===== src/pma_pkg.sv =====
// Package for the paged MMU with aging page replacement.
// Holds request and status codes, the page-table entry layout and the result word.
// No dependencies.
package pma_pkg;

   localparam logic [2:0] REQ_READ = 3'd0;
   localparam logic [2:0] REQ_WRITE = 3'd1;
   localparam logic [2:0] REQ_EXEC = 3'd2;
   localparam logic [2:0] REQ_PROT = 3'd3;

   localparam logic [2:0] ST_OK = 3'd0;
   localparam logic [2:0] ST_BOUNDARY = 3'd1;
   localparam logic [2:0] ST_INVALID = 3'd2;
   localparam logic [2:0] ST_READ_DENIED = 3'd3;
   localparam logic [2:0] ST_WRITE_DENIED = 3'd4;
   localparam logic [2:0] ST_EXEC_DENIED = 3'd5;

   // Page-table entry fields other than the frame number.
   typedef struct packed {
      logic       valid;
      logic       dirty;
      logic [2:0] prot;
      logic [7:0] age;
   } entry_meta_type;

   typedef struct packed {
      logic [2:0] status;
      logic [7:0] phys_addr;
      logic [7:0] store_byte;
      logic       store_enable;
      logic       page_fault;
      logic [5:0] fill_page;
      logic [3:0] fill_frame;
      logic       evicted;
      logic       writeback;
      logic [5:0] evict_page;
   } result_type;

   // True when the protection bits allow an access of the given type.
   function automatic logic prot_allows(input logic [2:0] rtype, input logic [2:0] prot);
      logic ok;
      ok = 1'b0;
      unique case (rtype)
         REQ_READ: ok = prot[0];
         REQ_WRITE: ok = prot[1];
         default: ok = prot[2];
      endcase
      return ok;
   endfunction

   // Denied status for an access type.
   function automatic logic [2:0] denied_status(input logic [2:0] rtype);
      logic [2:0] st;
      st = ST_EXEC_DENIED;
      unique case (rtype)
         REQ_READ: st = ST_READ_DENIED;
         REQ_WRITE: st = ST_WRITE_DENIED;
         default: st = ST_EXEC_DENIED;
      endcase
      return st;
   endfunction

endpackage


===== src/pma_table.sv =====
// Page-table memory: one write port and one read port, registered read data.
// No dependencies.
module pma_table #(
   parameter int DEPTH = 64,
   parameter int ADDR_W = 6,
   parameter int DATA_W = 17
) (
   input  logic              clock,
   input  logic              wr_en,
   input  logic [ADDR_W-1:0] wr_addr,
   input  logic [DATA_W-1:0] wr_data,
   input  logic              rd_en,
   input  logic [ADDR_W-1:0] rd_addr,
   output logic [DATA_W-1:0] rd_data
);

   logic [DATA_W-1:0] mem [DEPTH];
   logic [DATA_W-1:0] rd_data_ff;

   always_ff @(posedge clock) begin
      if (wr_en) begin
         mem[wr_addr] <= wr_data;
      end
      if (rd_en) begin
         rd_data_ff <= mem[rd_addr];
      end
   end

   assign rd_data = rd_data_ff;

endmodule


===== src/paged_mmu_aging_replacement.sv =====
// Top level of the paged MMU with aging page replacement.
// Depends on pma_pkg and pma_table.
//
// Usage. A request word (type, process id, virtual address, write byte,
// protection bits) is taken on the req_ channel when req_valid is high and
// req_stall is low. Exactly one response word follows on the rsp_ channel;
// it is held steady while rsp_stall is high. The block works on one request
// at a time and raises req_stall while it is busy, but a finished response
// may wait in the output register while the next request is already taken.
// Steps: an address outside the window or an unknown type is rejected
// before the lookup; a protection update or a denied hit finishes after the
// table read. A granted hit runs one aging pass over the page table. A page
// fault runs the aging pass (which also finds the victim) and installs the
// page, and finishes there when the access is then denied; a granted access
// runs a second aging pass. The block returns to idle before the next
// request is taken. Each pass sweeps the page-table memory one entry per
// cycle through its single read port. While the receiver stalls with the
// output register full, a finished response waits in the done state and no
// further request is taken. After reset the table is cleared in one pass
// over all entries, during which req_stall stays high. Frames are handed
// out in order from a fill count, so the lowest free frame is always the
// count itself.
module paged_mmu_aging_replacement
   import pma_pkg::*;
#(
   parameter int PAGE_BYTES = 16,
   parameter int NUM_PAGES = 64,
   parameter int NUM_FRAMES = 16,
   parameter int PROC_SPACE = 128
) (
   input  logic       clock,
   input  logic       reset,
   input  logic       req_valid,
   output logic       req_stall,
   input  logic [2:0] req_type,
   input  logic [2:0] req_proc_id,
   input  logic [9:0] req_virt_addr,
   input  logic [7:0] req_write_byte,
   input  logic [2:0] req_prot_bits,
   output logic       rsp_valid,
   input  logic       rsp_stall,
   output logic [2:0] rsp_status,
   output logic [7:0] rsp_phys_addr,
   output logic [7:0] rsp_store_byte,
   output logic       rsp_store_enable,
   output logic       rsp_page_fault,
   output logic [5:0] rsp_fill_page,
   output logic [3:0] rsp_fill_frame,
   output logic       rsp_evicted,
   output logic       rsp_writeback,
   output logic [5:0] rsp_evict_page
);

   localparam int PAGE_W = $clog2(NUM_PAGES);
   localparam int FRAME_W = (NUM_FRAMES > 1) ? $clog2(NUM_FRAMES) : 1;
   localparam int CNT_W = $clog2(NUM_FRAMES + 1);
   localparam int OFF_W = $clog2(PAGE_BYTES);
   localparam int META_W = $bits(entry_meta_type);
   localparam int ENTRY_W = META_W + FRAME_W;
   // Exact division of a 10-bit value by a constant: multiply by a rounded-up
   // reciprocal and shift.
   localparam int DIV1_S = 10 + $clog2(PAGE_BYTES);
   localparam int DIV1_M = (2 ** DIV1_S + PAGE_BYTES - 1) / PAGE_BYTES;
   localparam int DIV2_S = 10 + $clog2(NUM_PAGES);
   localparam int DIV2_M = (2 ** DIV2_S + NUM_PAGES - 1) / NUM_PAGES;

   localparam logic [3:0] S_CLEAR = 4'd0;
   localparam logic [3:0] S_IDLE = 4'd1;
   localparam logic [3:0] S_DIV1 = 4'd2;
   localparam logic [3:0] S_DIV2 = 4'd3;
   localparam logic [3:0] S_DIV3 = 4'd4;
   localparam logic [3:0] S_LOOK = 4'd5;
   localparam logic [3:0] S_CHECK = 4'd6;
   localparam logic [3:0] S_SWEEP = 4'd7;
   localparam logic [3:0] S_ALLOC = 4'd8;
   localparam logic [3:0] S_INSTALL = 4'd9;
   localparam logic [3:0] S_DONE = 4'd10;

   logic [3:0]         state_ff, state_in;
   logic [2:0]         type_ff, type_in;
   logic [2:0]         pid_ff, pid_in;
   logic [9:0]         va_ff, va_in;
   logic [7:0]         wbyte_ff, wbyte_in;
   logic [2:0]         nprot_ff, nprot_in;
   logic [9:0]         q_ff, q_in;
   logic [9:0]         q2_ff, q2_in;
   logic [OFF_W-1:0]   off_ff, off_in;
   logic [PAGE_W-1:0]  page_ff, page_in;
   logic [2:0]         pprot_ff, pprot_in;
   logic [FRAME_W-1:0] frame_ff, frame_in;
   logic [PAGE_W-1:0]  idx_ff, idx_in;
   logic               issue_ff, issue_in;
   logic               pend_ff, pend_in;
   logic [PAGE_W-1:0]  paddr_ff, paddr_in;
   logic               second_ff, second_in;
   logic [7:0]         tage_ff, tage_in;
   logic               have_ff, have_in;
   logic [PAGE_W-1:0]  best_ff, best_in;
   logic [7:0]         bage_ff, bage_in;
   logic [FRAME_W-1:0] bframe_ff, bframe_in;
   logic               bdirty_ff, bdirty_in;
   logic [2:0]         bprot_ff, bprot_in;
   logic [CNT_W-1:0]   fcount_ff, fcount_in;
   result_type         res_ff, res_in;
   result_type         out_ff, out_in;
   logic               out_valid_ff, out_valid_in;

   logic               wr_en, rd_en;
   logic [PAGE_W-1:0]  wr_addr, rd_addr;
   logic [ENTRY_W-1:0] wr_data, rd_data;
   entry_meta_type     rd_meta, wmeta;
   logic [FRAME_W-1:0] rd_frame;
   logic [7:0]         age_new;
   logic [31:0]        win_lo, win_hi, prod1, prod2, offw, pagew, physw, tmp_page, tmp_frame;
   logic [31:0]        tmp_best;

   pma_table #(
      .DEPTH  (NUM_PAGES),
      .ADDR_W (PAGE_W),
      .DATA_W (ENTRY_W)
   ) u_table (
      .clock   (clock),
      .wr_en   (wr_en),
      .wr_addr (wr_addr),
      .wr_data (wr_data),
      .rd_en   (rd_en),
      .rd_addr (rd_addr),
      .rd_data (rd_data)
   );

   assign rd_meta = entry_meta_type'(rd_data[ENTRY_W-1:FRAME_W]);
   assign rd_frame = rd_data[FRAME_W-1:0];
   // Halve the age; the touched page gets the top bit, which is adding 128.
   assign age_new = {paddr_ff == page_ff, rd_meta.age[7:1]};

   assign win_lo = 32'(pid_ff) * 32'(PROC_SPACE);
   assign win_hi = win_lo + 32'(PROC_SPACE);
   assign prod1 = 32'(va_ff) * 32'(DIV1_M);
   assign prod2 = 32'(q_ff) * 32'(DIV2_M);
   assign offw = 32'(va_ff) - 32'(q_ff) * 32'(PAGE_BYTES);
   assign pagew = 32'(q_ff) - 32'(q2_ff) * 32'(NUM_PAGES);
   assign physw = 32'(frame_in) * 32'(PAGE_BYTES) + 32'(off_ff);
   assign tmp_page = 32'(page_ff);
   assign tmp_frame = 32'(frame_in);
   assign tmp_best = 32'(best_ff);

   assign req_stall = (state_ff != S_IDLE);

   always_comb begin
      state_in = state_ff;
      type_in = type_ff;
      pid_in = pid_ff;
      va_in = va_ff;
      wbyte_in = wbyte_ff;
      nprot_in = nprot_ff;
      q_in = q_ff;
      q2_in = q2_ff;
      off_in = off_ff;
      page_in = page_ff;
      pprot_in = pprot_ff;
      frame_in = frame_ff;
      idx_in = idx_ff;
      issue_in = 1'b0;
      pend_in = 1'b0;
      paddr_in = idx_ff;
      second_in = second_ff;
      tage_in = tage_ff;
      have_in = have_ff;
      best_in = best_ff;
      bage_in = bage_ff;
      bframe_in = bframe_ff;
      bdirty_in = bdirty_ff;
      bprot_in = bprot_ff;
      fcount_in = fcount_ff;
      res_in = res_ff;
      out_in = out_ff;
      out_valid_in = out_valid_ff;
      wr_en = 1'b0;
      wr_addr = page_ff;
      wr_data = '0;
      rd_en = 1'b0;
      rd_addr = page_ff;
      wmeta = rd_meta;

      if (out_valid_ff && !rsp_stall) begin
         out_valid_in = 1'b0;
      end

      unique case (state_ff)
         S_CLEAR: begin
            wr_en = 1'b1;
            wr_addr = idx_ff;
            if (idx_ff == PAGE_W'(NUM_PAGES - 1)) begin
               state_in = S_IDLE;
            end else begin
               idx_in = idx_ff + 1'b1;
            end
         end
         S_IDLE: begin
            if (req_valid) begin
               type_in = req_type;
               pid_in = req_proc_id;
               va_in = req_virt_addr;
               wbyte_in = req_write_byte;
               nprot_in = req_prot_bits;
               res_in = '0;
               state_in = S_DIV1;
            end
         end
         S_DIV1: begin
            q_in = 10'(prod1 >> DIV1_S);
            if (32'(va_ff) < win_lo || 32'(va_ff) >= win_hi) begin
               res_in.status = ST_BOUNDARY;
               state_in = S_DONE;
            end else if (type_ff > REQ_PROT) begin
               res_in.status = ST_INVALID;
               state_in = S_DONE;
            end else begin
               state_in = S_DIV2;
            end
         end
         S_DIV2: begin
            off_in = offw[OFF_W-1:0];
            q2_in = 10'(prod2 >> DIV2_S);
            state_in = S_DIV3;
         end
         S_DIV3: begin
            page_in = pagew[PAGE_W-1:0];
            state_in = S_LOOK;
         end
         S_LOOK: begin
            rd_en = 1'b1;
            rd_addr = page_ff;
            state_in = S_CHECK;
         end
         S_CHECK: begin
            pprot_in = rd_meta.prot;
            frame_in = rd_frame;
            idx_in = '0;
            issue_in = 1'b1;
            have_in = 1'b0;
            if (type_ff == REQ_PROT) begin
               wmeta.prot = nprot_ff;
               wr_en = 1'b1;
               wr_data = {wmeta, rd_frame};
               state_in = S_DONE;
            end else if (!rd_meta.valid) begin
               second_in = 1'b0;
               state_in = S_SWEEP;
            end else if (prot_allows(type_ff, rd_meta.prot)) begin
               res_in.phys_addr = physw[7:0];
               if (type_ff == REQ_WRITE) begin
                  res_in.store_byte = wbyte_ff;
                  res_in.store_enable = 1'b1;
               end
               second_in = 1'b1;
               state_in = S_SWEEP;
            end else begin
               res_in.status = denied_status(type_ff);
               state_in = S_DONE;
            end
         end
         S_SWEEP: begin
            // Read one entry a cycle; write the previous one back aged.
            rd_en = issue_ff;
            rd_addr = idx_ff;
            pend_in = issue_ff;
            paddr_in = idx_ff;
            if (issue_ff) begin
               if (idx_ff == PAGE_W'(NUM_PAGES - 1)) begin
                  issue_in = 1'b0;
               end else begin
                  issue_in = 1'b1;
                  idx_in = idx_ff + 1'b1;
               end
            end
            if (pend_ff) begin
               wmeta.age = age_new;
               if (second_ff && paddr_ff == page_ff && type_ff == REQ_WRITE) begin
                  wmeta.dirty = 1'b1;
               end
               wr_en = 1'b1;
               wr_addr = paddr_ff;
               wr_data = {wmeta, rd_frame};
               if (!second_ff) begin
                  if (paddr_ff == page_ff) begin
                     tage_in = age_new;
                  end
                  // Victim: lowest new age among resident pages, lowest index on ties.
                  if (rd_meta.valid && (!have_ff || age_new < bage_ff)) begin
                     have_in = 1'b1;
                     best_in = paddr_ff;
                     bage_in = age_new;
                     bframe_in = rd_frame;
                     bdirty_in = rd_meta.dirty;
                     bprot_in = rd_meta.prot;
                  end
               end
               if (paddr_ff == PAGE_W'(NUM_PAGES - 1)) begin
                  state_in = second_ff ? S_DONE : S_ALLOC;
               end
            end
         end
         S_ALLOC: begin
            if (fcount_ff < CNT_W'(NUM_FRAMES)) begin
               frame_in = fcount_ff[FRAME_W-1:0];
               fcount_in = fcount_ff + 1'b1;
            end else if (have_ff) begin
               frame_in = bframe_ff;
               res_in.evicted = 1'b1;
               res_in.writeback = bdirty_ff;
               res_in.evict_page = tmp_best[5:0];
               wmeta = '0;
               wmeta.prot = bprot_ff;
               wr_en = 1'b1;
               wr_addr = best_ff;
               wr_data = {wmeta, bframe_ff};
            end else begin
               frame_in = '0;
            end
            state_in = S_INSTALL;
         end
         S_INSTALL: begin
            wmeta.valid = 1'b1;
            wmeta.dirty = 1'b0;
            wmeta.prot = pprot_ff;
            wmeta.age = tage_ff;
            wr_en = 1'b1;
            wr_addr = page_ff;
            wr_data = {wmeta, frame_ff};
            res_in.page_fault = 1'b1;
            res_in.fill_page = tmp_page[5:0];
            res_in.fill_frame = tmp_frame[3:0];
            res_in.phys_addr = physw[7:0];
            idx_in = '0;
            issue_in = 1'b1;
            if (prot_allows(type_ff, pprot_ff)) begin
               if (type_ff == REQ_WRITE) begin
                  res_in.store_byte = wbyte_ff;
                  res_in.store_enable = 1'b1;
               end
               second_in = 1'b1;
               state_in = S_SWEEP;
            end else begin
               res_in.status = denied_status(type_ff);
               state_in = S_DONE;
            end
         end
         S_DONE: begin
            if (!out_valid_ff || !rsp_stall) begin
               out_in = res_ff;
               out_valid_in = 1'b1;
               state_in = S_IDLE;
            end
         end
         default: begin
            state_in = S_IDLE;
         end
      endcase
   end

   always_ff @(posedge clock) begin
      if (reset) begin
         state_ff <= S_CLEAR;
         idx_ff <= '0;
         issue_ff <= 1'b0;
         pend_ff <= 1'b0;
         fcount_ff <= '0;
         out_valid_ff <= 1'b0;
      end else begin
         state_ff <= state_in;
         idx_ff <= idx_in;
         issue_ff <= issue_in;
         pend_ff <= pend_in;
         fcount_ff <= fcount_in;
         out_valid_ff <= out_valid_in;
      end
      type_ff <= type_in;
      pid_ff <= pid_in;
      va_ff <= va_in;
      wbyte_ff <= wbyte_in;
      nprot_ff <= nprot_in;
      q_ff <= q_in;
      q2_ff <= q2_in;
      off_ff <= off_in;
      page_ff <= page_in;
      pprot_ff <= pprot_in;
      frame_ff <= frame_in;
      paddr_ff <= paddr_in;
      second_ff <= second_in;
      tage_ff <= tage_in;
      have_ff <= have_in;
      best_ff <= best_in;
      bage_ff <= bage_in;
      bframe_ff <= bframe_in;
      bdirty_ff <= bdirty_in;
      bprot_ff <= bprot_in;
      res_ff <= res_in;
      out_ff <= out_in;
   end

   assign rsp_valid = out_valid_ff;
   assign rsp_status = out_ff.status;
   assign rsp_phys_addr = out_ff.phys_addr;
   assign rsp_store_byte = out_ff.store_byte;
   assign rsp_store_enable = out_ff.store_enable;
   assign rsp_page_fault = out_ff.page_fault;
   assign rsp_fill_page = out_ff.fill_page;
   assign rsp_fill_frame = out_ff.fill_frame;
   assign rsp_evicted = out_ff.evicted;
   assign rsp_writeback = out_ff.writeback;
   assign rsp_evict_page = out_ff.evict_page;

   // The frame fill count never passes the number of frames.
   a_fcount_range: assert property (@(posedge clock) disable iff (reset)
      fcount_ff <= CNT_W'(NUM_FRAMES))
      else $error("frame fill count out of range");

   // An eviction only happens as part of a page fault.
   a_evict_fault: assert property (@(posedge clock) disable iff (reset)
      rsp_valid && rsp_evicted |-> rsp_page_fault)
      else $error("eviction without page fault");

   // A fault never accompanies a rejected request.
   a_fault_status: assert property (@(posedge clock) disable iff (reset)
      rsp_valid && rsp_page_fault |-> rsp_status != ST_BOUNDARY && rsp_status != ST_INVALID)
      else $error("page fault on rejected request");

   // A store is only requested for a granted access.
   a_store_ok: assert property (@(posedge clock) disable iff (reset)
      rsp_valid && rsp_store_enable |-> rsp_status == ST_OK)
      else $error("store on denied access");

   // A sweep read always returns data to the following cycle.
   a_sweep_pipe: assert property (@(posedge clock) disable iff (reset)
      state_ff == S_SWEEP && issue_ff |=> pend_ff)
      else $error("sweep read lost");

endmodule

===== config.mk =====
export PLATFORM = sky130hd
export DESIGN_NAME = paged_mmu_aging_replacement
export DESIGN_NICKNAME = d
export VERILOG_FILES = /design/src/pma_pkg.sv /design/src/pma_table.sv /design/src/paged_mmu_aging_replacement.sv
export SDC_FILE = /design/constraint.sdc
export NUM_CORES = 2
export LEC_CHECK = 0
export BUFFER_PORTS_ARGS = -buffer_cell sky130_fd_sc_hd__buf_4
export CAP_MARGIN = 20
export CORE_ASPECT_RATIO = 1.2
export CORE_UTILIZATION = 35
export DETAILED_ROUTE_END_ITERATION = 16
export GPL_ROUTABILITY_DRIVEN = 0
export PLACE_DENSITY_LB_ADDON = 0.3
export SLEW_MARGIN = 20
export SYNTH_ARGS = -nofsm -noshare
export SYNTH_HDL_FRONTEND = slang
export SYNTH_SLANG_ARGS = --single-unit

===== constraint.sdc =====
create_clock -name clock -period 11.8 [get_ports clock]
set_input_delay 0 -clock clock [delete_from_list [all_inputs] [get_ports clock]]
set_output_delay 0 -clock clock [all_outputs]
set_load 0.02 [all_outputs]

; ---- Word-level counts from Yosys, hierarchy flattened
; Memories as Yosys holds them, arrays and structs flattened. A register that Yosys moved wholly into a read port is not among the register bits.
; Cells that the tools add are included.
[op_classes]
n_addsub = 5
magnitude_cmp = 5
n_eq_ne = 34
mux = 76
bitwise_logic = 2
n_reduce_logical = 36
[ops]
columns = op, n
row1 = 17-bit one-hot mux with 4 select lines, 1
row2 = 4-bit two-way mux, 13
row3 = 17-bit two-way mux, 3
row4 = 17-bit one-hot mux with 3 select lines, 1
row5 = 4-bit one-hot mux with 11 select lines, 1
row6 = 20-bit two-way mux, 2
row7 = 39-bit two-way mux, 1
row8 = 6-bit two-way mux, 6
row9 = 6-bit one-hot mux with 3 select lines, 2
row10 = 15-bit two-way mux, 2
row11 = 2-bit != test (second input constant), 15
row12 = 1-bit two-way mux, 23
row13 = 11-bit one-hot mux with 2 select lines, 1
row14 = 4-bit AND reduction, 5
row15 = 9-bit two-way mux, 2
row16 = 4-bit by 3-bit equality test with 1-bit output (second input constant), 4
row17 = 8-bit two-way mux, 2
row18 = 8-bit one-hot mux with 2 select lines, 1
row19 = 4-bit equality test (second input constant), 3
row20 = 6-bit equality test (second input constant), 2
row21 = 3-bit two-way mux, 4
row22 = 1-bit one-hot mux with 2 select lines, 6
row23 = 3-bit one-hot mux with 4 select lines, 1
row24 = 10-bit by 8-bit adder with 11-bit output (second input constant), 1
row25 = 35 further kinds, 56
[totals]
regBits = 183
ramBits = 1088
out_inout_bits = 41
word_cells = 204
mem_count = 1
[memory_table]
columns = memory, words, word_bits, read_ports, rd_clocked_by_memory_dff, wr, line
row1 = u_table.mem, 64, 17, 1, 1, 1, pma_table.sv:17  ; logic [DATA_W-1:0] mem [DEPTH];

; ---- Longest topological paths before layout
[logic_depth]
depth_word = 9
depth_mapped = 12
ltp_nobuf = 9

; ---- Cells and area by module
; Synthesis repeated with hierarchy kept, for this count alone.
[hier_totals]
hier_cells = 2428
hier_area_um2 = 49869.1
[by_module_without_submodules]
columns = module, instances, cells_per_inst, area_each_um2, seq_area_each_um2
row1 = pma_table, 1, 1875, 42288.1, 33181.8
row2 = paged_mmu_aging_replacement, 1, 553, 7581.0, 5215.0

; ---- Worst setup path after synthesis
; OpenSTA, ideal clock, no wires.
[synth_timing]
kind = register to register
start = register page_ff[0]
end = register bage_ff[0] (enable)
setup_ns = 0.435
t_arrival_ns = 3.427
required_time_ns = 11.365
path_slack_ns = 7.938
path_stages_with_launch = 10
path_cell_list = edfxtp_1 > clkbuf_1 > clkbuf_1 > xnor2_1 > nand4_1 > nor3_1 > ha_1 > inv_1 > o21bai_1 > a211oi_1
[synth_between]
elab_chain_len = 5
[synth_rtl]
columns = item, line
row1 = start: declaration, paged_mmu_aging_replacement.sv:88  ; logic [PAGE_W-1:0] page_ff, page_in;
row2 = start signal: assignment, paged_mmu_aging_replacement.sv:386  ; page_ff <= page_in;
row3 = 6-bit equality test, paged_mmu_aging_replacement.sv:134  ; assign age_new = {paddr_ff == page_ff, rd_meta.age[7:1]};
row4 = net age_new[7], paged_mmu_aging_replacement.sv:113  ; logic [7:0] age_new;
row5 = 8-bit < comparator, paged_mmu_aging_replacement.sv:290  ; if (rd_meta.valid && (!have_ff || age_new < bage_ff)) begin
row6 = 1-bit logical OR, paged_mmu_aging_replacement.sv:290
row7 = 1-bit logical AND, paged_mmu_aging_replacement.sv:290
row8 = 4-bit AND reduction (no source line), --
row9 = end signal: assignment, paged_mmu_aging_replacement.sv:394  ; bage_ff <= bage_in;
row10 = end: declaration, paged_mmu_aging_replacement.sv:99  ; logic [7:0] bage_ff, bage_in;
; The timed path passes the listed nets, and every way through them passes these cells.
; A chain may end at the register's enable or synchronous reset.

; ---- Worst setup path after layout
[layout_timing]
start = register state_ff[3]
end = register u_table.rd_data_ff[7], in the netlist u_table.rd_data[7] (read register of u_table.mem), data pin
[layout_between]
elab_chain_len = 2
[layout_rtl]
columns = item, line
row1 = start: declaration, paged_mmu_aging_replacement.sv:79  ; logic [3:0] state_ff, state_in;
row2 = start signal: assignment, paged_mmu_aging_replacement.sv:371  ; state_ff <= state_in;
row3 = 4-bit by 3-bit equality test with 1-bit output, paged_mmu_aging_replacement.sv:189  ; unique case (state_ff)
row4 = 1-bit one-hot mux with 2 select lines or 6-bit two-way mux (tied branches), paged_mmu_aging_replacement.sv:189
row5 = end: declaration, pma_table.sv:18  ; logic [DATA_W-1:0] rd_data_ff;
; Several ways; a longest one is shown, not always the timed one.

==> flow_summary.toml <==
[clock_network]
htreeDepth = 3
cts_tree = "done"
clk_latency_ps = 740
clock-root-buffer = "clkbuf_16"
clkTransAtPathRegs_ps = 70
cts_setup_buffers = 0
clk_path_buf_depth = 3
clock-sinks = 1222
numCtsBuffers = 114

[sta]
rsz0062_at_grt = "no"
fin_skew_ps = 33.9
slew_viol_final = 0
finalHoldViolations = 0
max_freq_mhz = 176
worst_pin_slew_ps = 1070
finalSetupTns_ps = 0
finalCriticalPeriod_ps = 5670
setup_violations = 0
relSlewSlack_pct = 28.6
fin_crit_sh_pct = 48.1

[floorplan]
dieArea_um2 = 141000
core-area_um2 = 138000
die_h_um = 411
fp.dieW_um = 343
initial_utilization_pct = 35.4
rows = 149
io_pins = 72

[yosys]
yosysTopAreaCellShare_pct = 73.6
synth_edf_count = 1194
synth_area_per_cell_um2 = 15.5
syn_inst = 3137
ys_seq_area_share_pct = 74.8
ys.flop_type = "edfxtp_1"
yosysWarnings = 0
synthTopCellsByArea = "edfxtp_1 (74%), nand2_1 (3.8%), mux4_2 (2.5%)"
syn_area_um2 = 48700
ys_seq_elements = 1222
yosys.area.top_type = "edfxtp_1"
synth_cell_types = 75
ys_top_cells_by_count = "edfxtp_1 (1194), nand2_1 (495), nand3_1 (182), nor2_1 (123), mux2i_1 (84)"
syn-num-nets = 3184
async_flop_share_pct = 0
synth_most_common_cell = "edfxtp_1"

[power]
ir_drop_mv = 0.115
p_leak_nw = 17.9
power_mw = 9.09
powerDensity_nw_per_um2 = 163

[worst_setup_path]
start_kind = "register"
end_kind = "register"
cp_slowest_cell = "mux2_8"
cp_cell_sequence = "nand4b_4 > buf_4 > mux2_8 > buf_12 > buf_12 > mux4_2 > a22oi_1 > nand4_1 > a21oi_1 > a41oi_1"
cpMostUsedCell = "buf_12"
worstPathArrival_ps = 6100
worst_ep_required_time_ps = 12220
worst-setup-path-type = "reg2reg"
reg2regPathDepth = 10
critPathMaxFanout = 164
slowest_delay_ps = 780

[route]
final_antenna_net_count = 0
routed_wl_mm = 132
initialDrtViolationCount = 3043
via_per_inst = 5.41
drtPass1Iterations = 12
wl_per_cell_um = 25.3
drcViolationCount = 13
vias = 28186

[placement]
hpwl_mm = 75.4
portBuffers = 71

[run_status]
run_status = "finished with violations"
violations = "design-rule violations"

[final_layout]
antenna_cells = 0
layout-drive-gt1-share_pct = 14.8
nFillCells = 12396
layout.nets = 3343
area_growth_pct = 14.3

[grt]
grt.total_usage_pct = 18.5
grt_overflow = 0
antenna_found_initial = 2
grt_max_degree = 165
grt_first_pass_wirelength_mm = 191
grt_pass1_vias = 27460

[flow_run]
cap_violations = 0

[hold_path]
hold_class = "in2reg"
whs_path_depth = 2
-- sequential cells by signal, indices dropped and copies added, names as in the netlist, 8 cells and up --
name             count
rsp_phys_addr        8
u_table.rd_data     16
rsp_store_byte       8
bage_ff              8
va_ff               10
res_ff              39
wbyte_ff             8
u_table.mem       1024
-- area by class of cell --
type                            instances  area [µm²]  share of cell area (%)
Timing Repair Buffer                  237        1990                    3.57
Clock inverter                         76         609                    1.09
Multi-Input combinational cell       1672       11200                    20.1
Sequential cell                      1222       36400                    65.4
Clock buffer                          138        3010                    5.40
Inverter                               49         184                   0.330
Tap cell                             1812        2270                    4.07
-- repair_timing --
action | 4_1_cts | 5_1_grt
hold endpoints to repair | 98 | 0
resized for setup | 0 | 0
hold buffers | 52 | 0
-- power by group --
part	internal, mW	total [mW]	switching, mW
Combinational	0.147	0.494	0.346
Clock	1.99	3.60	1.61
Sequential	4.93	4.99	0.0588
Total	7.07	9.09	2.02
-- worst paths after layout --
path	startpoint	end	slack (ps)
hold reg to reg	res_ff[14]	rsp_fill_page[2]	420
setup / recovery	state_ff[3]	u_table.rd_data[7]	6130
hold / removal	req_virt_addr[7]	va_ff[7]	50
setup reg to reg	state_ff[3]	u_table.rd_data[7]	6130
-- layer usage --
| layer | vias up | global-route usage (%) | part of all wire (%) |
|---|---|---|---|
| met5 | - | 0 | 0 |
| met4 | 0 | 6.60 | 3.2 |
| met3 | 198 | 2.40 | 6.2 |
| met2 | 1057 | 31.2 | 50 |
| met1 | 14443 | 24.2 | 41 |
| li1 | 12488 | - | - |
-- through the flow --
stage / area, µm² / utilization (%) / hold slack (ps) / setup WS [ps] / std cells
after floorplan: 48700 / - / 98.9 / 7940 / 3137
after global placement: 51500 / 37.3 / 180 / 6130 / 4935
after detailed placement: 51500 / 37.4 / 180 / 6050 / 4938
after CTS: 55700 / 40.4 / 11.9 / 6070 / 5204
after global routing: 55700 / 40.4 / 50.7 / 5840 / 5206
final: 55700 / 40.4 / 50.8 / 6130 / 5206
-- cell families after synthesis --
| family | after synthesis | share of synthesized area [%] |
|---|---|---|
| AO/OA/AOI/OAI | 422 | 6.64 |
| XOR/XNOR | 15 | 0.270 |
| adder cells (fa/ha/maj) | 16 | 0.411 |
| buffers and inverters | 243 | 2.49 |
| flip-flops | 1222 | 74.8 |
| multiplexers | 199 | 5.83 |
| AND/OR/NAND/NOR | 1020 | 9.60 |
-- layout by cell type, fill, tap and decap left out, types with 16 or more instances in the layout --
master,synthesis,layout
edfxtp_1,1194,1194
a41oi_1,23,23
nor3b_1,25,25
and2_1,23,23
nor3_1,20,20
buf_4,22,178
a22o_1,18,18
inv_1,47,43
a31oi_1,43,43
clkinv_1,1,33
o21ai_0,25,24
nand2_1,495,487
a21oi_1,61,60
nor2_1,123,119
o2111ai_1,24,24
mux4_2,54,54
mux2i_1,84,82
a221oi_1,16,16
clkinv_2,0,23
mux2_2,53,51
and3_1,27,27
a22oi_1,34,34
nand3_1,182,182
nand4_1,48,48
ha_1,16,16
nand2b_1,35,35
a32oi_1,74,74
dfxtp_1,28,28
o211ai_1,38,38
dlygate4sd3_1,0,52
clkbuf_1,78,21
clkbuf_16,0,117
-- critical path: cells and delay by family (launching register included) --
family / cells / cell delay (ps)
compound gates: 3 / 790
buf+inv: 3 / 1790
flops: 1 / 720
mux: 2 / 1380
simple gates: 2 / 400
Power figures use the tool's default switching activity.
